### src/design/rmmv_pkg.sv
// Shared types and constants for the running min/max/mean/variance block.
package rmmv_pkg;

  // Fixed widths of the result fields
  localparam int unsigned SAMPLE_W = 32;
  localparam int unsigned COUNT_W  = 32;
  localparam int unsigned AVG_W    = 48;
  localparam int unsigned M2_W     = 64;

  // Multiplier digit width and the widened product used for the M2 shift
  localparam int unsigned DIG_BITS  = 8;
  localparam int unsigned PROD_EXT_W = 128;

  // Commands from the controller to the datapath
  typedef struct packed {
    logic capture;   // latch the incoming sample
    logic calc;      // update count/min/max, set up the divide
    logic div_step;  // one restoring divide iteration
    logic mul_load;  // form the new mean and d2, seed the multiplier
    logic mul_step;  // one digit of the d1*d2 product
    logic update;    // commit mean and M2
    logic publish;   // load the result register
  } rmmv_cmd_t;

  // Status from the datapath to the controller
  typedef struct packed {
    logic first;     // no sample counted yet
  } rmmv_sts_t;

endpackage

### src/design/rmmv_ctrl.sv
// Sequencing state machine for the running statistics datapath.
module rmmv_ctrl #(
  parameter int unsigned DIV_STEPS = 48,
  parameter int unsigned MUL_STEPS = 6
) (
  input  logic               clk,
  input  logic               rst_n,
  input  logic               in_valid,
  output logic               in_ready,
  output logic               out_valid,
  input  logic               out_ready,
  input  rmmv_pkg::rmmv_sts_t sts,
  output rmmv_pkg::rmmv_cmd_t cmd
);
  import rmmv_pkg::*;

  localparam int unsigned CNT_W = $clog2(DIV_STEPS);

  typedef enum logic [2:0] {
    S_IDLE,
    S_CALC,
    S_DIV,
    S_MEAN,
    S_MUL,
    S_UPD,
    S_PUB
  } state_t;

  state_t             state_r, state_nxt;
  logic [CNT_W-1:0]   cnt_r, cnt_nxt;
  logic               out_valid_r, out_valid_nxt;
  logic               in_xfer;
  logic               pub_ok;

  assign in_ready  = (state_r == S_IDLE);
  assign out_valid = out_valid_r;
  assign in_xfer   = in_valid && in_ready;
  assign pub_ok    = (state_r == S_PUB) && (!out_valid_r || out_ready);

  // Decode commands from the current state
  always_comb begin
    cmd          = '0;
    cmd.capture  = in_xfer;
    cmd.calc     = (state_r == S_CALC);
    cmd.div_step = (state_r == S_DIV);
    cmd.mul_load = (state_r == S_MEAN);
    cmd.mul_step = (state_r == S_MUL);
    cmd.update   = (state_r == S_UPD);
    cmd.publish  = pub_ok;
  end

  // Next state, step counter and result valid
  always_comb begin
    state_nxt     = state_r;
    cnt_nxt       = cnt_r;
    out_valid_nxt = out_valid_r;
    if (out_ready) begin
      out_valid_nxt = 1'b0;
    end
    case (state_r)
      S_IDLE: begin
        if (in_xfer) begin
          state_nxt = S_CALC;
        end
      end
      S_CALC: begin
        if (sts.first) begin
          state_nxt = S_PUB;
        end else begin
          state_nxt = S_DIV;
          cnt_nxt   = CNT_W'(DIV_STEPS - 1);
        end
      end
      S_DIV: begin
        if (cnt_r == '0) begin
          state_nxt = S_MEAN;
        end else begin
          cnt_nxt = cnt_r - 1'b1;
        end
      end
      S_MEAN: begin
        state_nxt = S_MUL;
        cnt_nxt   = CNT_W'(MUL_STEPS - 1);
      end
      S_MUL: begin
        if (cnt_r == '0) begin
          state_nxt = S_UPD;
        end else begin
          cnt_nxt = cnt_r - 1'b1;
        end
      end
      S_UPD: begin
        state_nxt = S_PUB;
      end
      S_PUB: begin
        if (pub_ok) begin
          state_nxt     = S_IDLE;
          out_valid_nxt = 1'b1;
        end
      end
      default: begin
        state_nxt = S_IDLE;
      end
    endcase
  end

  // Hold state and registered outputs
  always_ff @(posedge clk) begin
    if (!rst_n) begin
      state_r     <= S_IDLE;
      cnt_r       <= '0;
      out_valid_r <= 1'b0;
    end else begin
      state_r     <= state_nxt;
      cnt_r       <= cnt_nxt;
      out_valid_r <= out_valid_nxt;
    end
  end

endmodule

### src/design/rmmv_dp.sv
// Datapath: statistics registers, serial divider, digit-serial multiplier.
module rmmv_dp #(
  parameter int unsigned SAMPLE_BITS    = 32,
  parameter int unsigned MEAN_FRAC_BITS = 16,
  parameter int unsigned MUL_STEPS      = 6
) (
  input  logic                                clk,
  input  logic                                rst_n,
  input  logic [rmmv_pkg::SAMPLE_W-1:0]       in_sample,
  input  rmmv_pkg::rmmv_cmd_t                 cmd,
  output rmmv_pkg::rmmv_sts_t                 sts,
  output logic [rmmv_pkg::COUNT_W-1:0]        out_count,
  output logic [rmmv_pkg::SAMPLE_W-1:0]       out_minimum,
  output logic [rmmv_pkg::SAMPLE_W-1:0]       out_maximum,
  output logic [rmmv_pkg::AVG_W-1:0]          out_average,
  output logic [rmmv_pkg::M2_W-1:0]           out_sum_sq_dev
);
  import rmmv_pkg::*;

  localparam int unsigned MW    = SAMPLE_BITS + MEAN_FRAC_BITS;
  localparam int unsigned LW    = DIG_BITS * MUL_STEPS;
  localparam int unsigned TW    = MW + DIG_BITS;
  localparam int unsigned FW    = MW + LW;
  localparam int unsigned TWO_F = 2 * MEAN_FRAC_BITS;

  // Architectural state
  logic [COUNT_W-1:0]     count_r;
  logic [SAMPLE_BITS-1:0] min_r, max_r;
  logic [MW-1:0]          mean_r;
  logic [M2_W-1:0]        m2_r;

  // Working registers
  logic [SAMPLE_BITS-1:0] x_r;
  logic                   up_r;
  logic [MW-1:0]          d1_r, quot_r, newmean_r;
  logic [COUNT_W-1:0]     rem_r;
  logic [MW-1:0]          hi_r;
  logic [LW-1:0]          lo_r;

  // Result register
  logic [COUNT_W-1:0]     res_count_r;
  logic [SAMPLE_W-1:0]    res_min_r, res_max_r;
  logic [AVG_W-1:0]       res_avg_r;
  logic [M2_W-1:0]        res_m2_r;

  logic [MW-1:0]          xf;
  logic                   up;
  logic [MW-1:0]          d1;
  logic [COUNT_W:0]       rem_sh, rem_diff;
  logic                   div_ge;
  logic [MW-1:0]          newmean, d2;
  logic [TW-1:0]          mac;
  logic [FW-1:0]          prod;
  logic [PROD_EXT_W-1:0]  prod_sh;
  logic [M2_W:0]          m2_sum;
  logic                   m2_sat;

  assign sts.first = (count_r == '0);

  // Sample in mean format and the first difference
  assign xf = MW'(x_r) << MEAN_FRAC_BITS;
  assign up = (xf >= mean_r);
  assign d1 = up ? (xf - mean_r) : (mean_r - xf);

  // Restoring divide step: shift in the next dividend bit
  assign rem_sh   = {rem_r, quot_r[MW-1]};
  assign rem_diff = rem_sh - {1'b0, count_r};
  assign div_ge   = (rem_sh >= {1'b0, count_r});

  // New mean and second difference
  assign newmean = up_r ? (mean_r + quot_r) : (mean_r - quot_r);
  assign d2      = up_r ? (xf - newmean) : (newmean - xf);

  // One digit of d1 * d2 with the running high part
  assign mac = TW'(hi_r) + TW'(d1_r) * TW'(lo_r[DIG_BITS-1:0]);

  // Drop the fraction bits of the product and add to M2 with saturation
  assign prod    = {hi_r, lo_r};
  assign prod_sh = PROD_EXT_W'(prod) >> TWO_F;
  assign m2_sum  = {1'b0, m2_r} + {1'b0, prod_sh[M2_W-1:0]};
  assign m2_sat  = (|prod_sh[PROD_EXT_W-1:M2_W]) || m2_sum[M2_W];

  // Statistics state
  always_ff @(posedge clk) begin
    if (!rst_n) begin
      count_r <= '0;
      min_r   <= '0;
      max_r   <= '0;
      mean_r  <= '0;
      m2_r    <= '0;
    end else begin
      if (cmd.calc) begin
        if (count_r == '0) begin
          count_r <= COUNT_W'(1);
          min_r   <= x_r;
          max_r   <= x_r;
          mean_r  <= xf;
        end else begin
          if (count_r != '1) begin
            count_r <= count_r + 1'b1;
          end
          if (x_r < min_r) begin
            min_r <= x_r;
          end
          if (x_r > max_r) begin
            max_r <= x_r;
          end
        end
      end
      if (cmd.update) begin
        mean_r <= newmean_r;
        m2_r   <= m2_sat ? '1 : m2_sum[M2_W-1:0];
      end
    end
  end

  // Working registers: capture, divide, multiply
  always_ff @(posedge clk) begin
    if (cmd.capture) begin
      x_r <= in_sample[SAMPLE_BITS-1:0];
    end
    if (cmd.calc) begin
      up_r   <= up;
      d1_r   <= d1;
      quot_r <= d1;
      rem_r  <= '0;
    end
    if (cmd.div_step) begin
      rem_r  <= div_ge ? rem_diff[COUNT_W-1:0] : rem_sh[COUNT_W-1:0];
      quot_r <= {quot_r[MW-2:0], div_ge};
    end
    if (cmd.mul_load) begin
      newmean_r <= newmean;
      hi_r      <= '0;
      lo_r      <= LW'(d2);
    end
    if (cmd.mul_step) begin
      hi_r <= mac[TW-1:DIG_BITS];
      lo_r <= (lo_r >> DIG_BITS) | (LW'(mac[DIG_BITS-1:0]) << (LW - DIG_BITS));
    end
  end

  // Result register
  always_ff @(posedge clk) begin
    if (cmd.publish) begin
      res_count_r <= count_r;
      res_min_r   <= SAMPLE_W'(min_r);
      res_max_r   <= SAMPLE_W'(max_r);
      res_avg_r   <= AVG_W'(mean_r);
      res_m2_r    <= m2_r;
    end
  end

  assign out_count      = res_count_r;
  assign out_minimum    = res_min_r;
  assign out_maximum    = res_max_r;
  assign out_average    = res_avg_r;
  assign out_sum_sq_dev = res_m2_r;

endmodule

### src/design/running_min_max_mean_variance.sv
// The first sample after reset goes from the calc state straight to publish. Later
// samples also pass the one-bit-per-cycle restoring divide by the count and the
// 8-bit-per-cycle multiplier before publish. One item in flight; the next sample
// is taken while a finished result waits. Synchronous active-low reset clears all
// stats.
module running_min_max_mean_variance #(
  parameter int unsigned SAMPLE_BITS    = 32,
  parameter int unsigned MEAN_FRAC_BITS = 16
) (
  input  logic                          clk,
  input  logic                          rst_n,
  input  logic                          in_valid,
  output logic                          in_ready,
  input  logic [rmmv_pkg::SAMPLE_W-1:0] in_sample,
  output logic                          out_valid,
  input  logic                          out_ready,
  output logic [rmmv_pkg::COUNT_W-1:0]  out_count,
  output logic [rmmv_pkg::SAMPLE_W-1:0] out_minimum,
  output logic [rmmv_pkg::SAMPLE_W-1:0] out_maximum,
  output logic [rmmv_pkg::AVG_W-1:0]    out_average,
  output logic [rmmv_pkg::M2_W-1:0]     out_sum_sq_dev
);
  import rmmv_pkg::*;

  localparam int unsigned MEAN_W    = SAMPLE_BITS + MEAN_FRAC_BITS;
  localparam int unsigned MUL_STEPS = (MEAN_W + DIG_BITS - 1) / DIG_BITS;

  rmmv_cmd_t cmd;
  rmmv_sts_t sts;

  // Sequencer
  rmmv_ctrl #(
    .DIV_STEPS (MEAN_W),
    .MUL_STEPS (MUL_STEPS)
  ) u_ctrl (
    .clk       (clk),
    .rst_n     (rst_n),
    .in_valid  (in_valid),
    .in_ready  (in_ready),
    .out_valid (out_valid),
    .out_ready (out_ready),
    .sts       (sts),
    .cmd       (cmd)
  );

  // Arithmetic and state
  rmmv_dp #(
    .SAMPLE_BITS    (SAMPLE_BITS),
    .MEAN_FRAC_BITS (MEAN_FRAC_BITS),
    .MUL_STEPS      (MUL_STEPS)
  ) u_dp (
    .clk            (clk),
    .rst_n          (rst_n),
    .in_sample      (in_sample),
    .cmd            (cmd),
    .sts            (sts),
    .out_count      (out_count),
    .out_minimum    (out_minimum),
    .out_maximum    (out_maximum),
    .out_average    (out_average),
    .out_sum_sq_dev (out_sum_sq_dev)
  );

endmodule

### config.mk
export PLATFORM = sky130hd
export DESIGN_NAME = running_min_max_mean_variance
export DESIGN_NICKNAME = d
export VERILOG_FILES = /design/src/design/rmmv_pkg.sv /design/src/design/rmmv_ctrl.sv /design/src/design/rmmv_dp.sv /design/src/design/running_min_max_mean_variance.sv
export SDC_FILE = /design/constraint.sdc
export NUM_CORES = 2
export LEC_CHECK = 0
export BUFFER_PORTS_ARGS = -buffer_cell sky130_fd_sc_hd__buf_2
export CORE_ASPECT_RATIO = 1.75
export CORE_MARGIN = 4
export CORE_UTILIZATION = 55
export DETAILED_ROUTE_END_ITERATION = 7
export PLACE_DENSITY = 0.77
export SLEW_MARGIN = 20
export SYNTH_ARGS = -nofsm -noshare
export SYNTH_HDL_FRONTEND = slang
export SYNTH_HIERARCHICAL = 1
export SYNTH_SLANG_ARGS = --single-unit
### constraint.sdc
create_clock -name clk -period 7.4 [get_ports clk]
set_input_delay 0.74 -clock clk [delete_from_list [all_inputs] [get_ports clk]]
set_output_delay 0.74 -clock clk [all_outputs]
set_load 0.05 [all_outputs]
==> flow_summary.json <==
{
  "layout-drive-gt1-share_pct": 12.5,
  "maxCapViolCount": 0,
  "instances_no_fill": 7722,
  "setup_tns_ps": 0,
  "grt_use_total_pct": 31.0,
  "reg2reg_slack_ps": 150,
  "report.final.setup_viol": 0,
  "syn_to_final_growth_pct": 10.9,
  "cts_tree": "yes",
  "ant_nets": 0,
  "hold_path_class": "input port to flop",
  "syn_avg_cell_area_um2": 9.49,
  "worstSetupStartpoint": "u_dp/lo_r[6]",
  "period_share_pct": 97.9,
  "holdBufCountCts": 0,
  "maxSlewViolCount": 0,
  "dp_cells": 7585,
  "finalNetCount": 7088,
  "syn_nets": 6779,
  "worst_path_largest_cell_delay_ps": 1000,
  "async_reset_ff_share_pct": 0,
  "cp-endpoint": "u_dp/hi_r[47]",
  "final_cell_mix": "nand2_1, inv_1, edfxtp_1",
  "die_w_um": 251,
  "cts_root_buffer": "clkbuf_16",
  "grt_pass1_vias": 47500,
  "cp-end-kind": "flop",
  "drtIter0Drc": 3382,
  "fmax_mhz": 138,
  "min_period_ps": 7250,
  "synth_edf_count": 513,
  "portBuffers": 245,
  "start_util_pct": 55.3,
  "slew_headroom_pct": 23.0,
  "clock_latency_ps": 700,
  "design.die.area_um2": 109000,
  "hpwl_mm": 135,
  "wl_met3_mm": 10.3,
  "synthFlopType": "edfxtp_1",
  "critPathMaxFanout": 21,
  "crit_path_start_kind": "flop",
  "yosys.cell_types.count": 119,
  "clk_pin_slew_ps": 60,
  "htree_num_levels": 3,
  "synth_cells": 6008,
  "fin_util_pct": 61.4,
  "yosysSeqAreaShare_pct": 34.7,
  "wl_met2_mm": 89.9,
  "rows": 156,
  "cp.required_ps": 7830,
  "final_common_cell": "nand2_1",
  "synthesis.area_um2": 57000,
  "coreArea_um2": 103000,
  "gp_congestion": 0.944,
  "antenna_found_initial": 2,
  "hold_violations": 0,
  "met1_length_mm": 61.0,
  "worstRegToRegCells": 18,
  "critPathKind": "flop to flop",
  "critPathSlowestCell": "edfxtp_1",
  "skew_ps": 26.8,
  "status": "finished clean",
  "wl_per_cell_um": 22.3,
  "grt_overflow": 0,
  "finalWirelength_mm": 172,
  "vias_per_cell": 6.02,
  "pin_count": 246,
  "first_pass_iters": 6,
  "ys_warn_count": 6,
  "r2r-start": "u_dp/lo_r[6]",
  "grt_first_pass_wirelength_mm": 266,
  "grt_max_degree": 113,
  "vias": 46500,
  "cts-buffers-inserted": 72,
  "drc_errors": 0,
  "top_layer_used": "met4",
  "synth-seq-cells": 731,
  "path_cells": "nand2_1, fa_1, inv_1, fa_1, fa_1, fa_1, ha_1, a21o_1, a211o_1, a211o_1, a2111oi_0, a21oi_1, a31o_2, a311oi_1, nand3b_1, a21oi_1, mux2i_1, a21o_1",
  "die_height_um": 434,
  "cts_buffer_depth": 3,
  "cts_sinks": 731,
  "rr_endpoint": "u_dp/hi_r[47]",
  "arrival_ps": 7680,
  "tightest_slew_ps": 1150,
  "rsz0062_at_grt": "true",
  "crit_top_cell": "fa_1"
}
## worst min path at each step
| stage | start | endpoint | slack, ps | cells after the start |
|---|---|---|---|---|
| after floorplan | u_dp/count_r[20] | u_dp/out_count[20] | 410 | 0 |
| final | in_sample[12] | u_dp/x_r[12] | 230 | 1 |
| after CTS | in_sample[12] | u_dp/x_r[12] | 170 | 1 |
| after global routing | in_sample[4] | u_dp/x_r[4] | 210 | 1 |
| after detailed placement | u_dp/min_r[8] | u_dp/out_minimum[8] | 420 | 0 |
| after global placement | u_dp/min_r[25] | u_dp/out_minimum[25] | 410 | 0 |
## stage by stage
| step | setup slack (ps) | cell area (µm²) | hold slack, ps |
|---|---|---|---|
| global route | 7.18 | 63300 | 209 |
| global placement | -61.4 | 60700 | 414 |
| floorplan | 359 | 57000 | 406 |
| finish | 155 | 63300 | 229 |
| detailed placement | -167 | 60700 | 415 |
| CTS | 216 | 63200 | 173 |
## worst max-delay path, delay by kind of cell (launching register included)
kind	cells	cell delay [ps]
compound gates	9	2770
fa+ha+maj	5	2510
buf+inv	1	60
flops	1	1000
mux	1	160
simple gates	2	480
## synth_stat cells, types with 10 or more instances
cell type | count | area [µm²]
and3_1 | 35 | 219
nand3b_1 | 11 | 82.6
nor2b_1 | 55 | 344
dfxtp_1 | 218 | 4360
mux2i_1 | 97 | 971
xnor2_1 | 182 | 1590
nor4_1 | 38 | 238
o31a_1 | 10 | 87.6
buf_1 | 17 | 63.8
a211oi_1 | 43 | 323
or2_2 | 18 | 113
and2_1 | 247 | 1550
inv_1 | 559 | 2100
o21a_1 | 21 | 158
nand2_1 | 654 | 2450
o211ai_1 | 26 | 195
o21ai_0 | 326 | 1630
a31oi_1 | 48 | 300
or3_1 | 23 | 144
a2111oi_0 | 16 | 140
nor3_1 | 72 | 360
o21ai_1 | 15 | 75.1
mux2_2 | 63 | 709
a41oi_1 | 11 | 96.3
a21boi_0 | 21 | 158
nand3_1 | 78 | 390
nand2b_1 | 43 | 269
fa_1 | 329 | 6590
edfxtp_1 | 513 | 15400
clkbuf_1 | 219 | 822
xor2_1 | 159 | 1390
a21o_1 | 182 | 1370
a21oi_1 | 490 | 2450
clkbuf_8 | 14 | 193
a221oi_1 | 10 | 87.6
a211o_1 | 10 | 87.6
o21bai_1 | 53 | 398
o31ai_1 | 26 | 195
nand4_1 | 86 | 538
ha_1 | 406 | 5080
nor2_1 | 364 | 1370
## cell type report
type                    count  area [µm²]
diodes                      2        5.00
clock buffers              96        2050
clock inverters            38         395
fillers                  8652       39800
inverters                 561        2110
multi-input cells        4445       34000
flip-flops and latches    731       19800
well taps                1343        1680
repair buffers            506        3220
## metal layers
layer | global-route usage [%] | vias up
met3 | 4.15 | 508
li1 | - | 21500
met2 | 57.3 | 1779
met4 | 17.4 | 0
met1 | 34.2 | 22700
met5 | 0 | -
## repair_timing
item / CTS / global route
pin swaps: 0 / 4
setup buffers: 0 / 1
setup endpoints to repair: 4 / 8
gates cloned: 0 / 0
resized for setup: 6 / 19
## logic make-up (layout without fill, tap and decap cells)
kind of cell             after synthesis  in the layout  share of synthesized area [%]
multiplexers                         160            160                           2.95
other                                  0              2                              0
flip-flops                           731            731                           34.7
AO/OA/AOI/OAI                       1427           1427                           15.7
buffers and inverters                832           1201                           5.92
XOR/XNOR                             343            343                           5.31
AND/OR/NAND/NOR                     1780           1780                           15.0
adder cells (fa/ha/maj)              735            735                           20.5
Power is left out: the tool's default activity adds up to more than one toggle a clock period on the data nets, which glitch-free logic cannot reach.
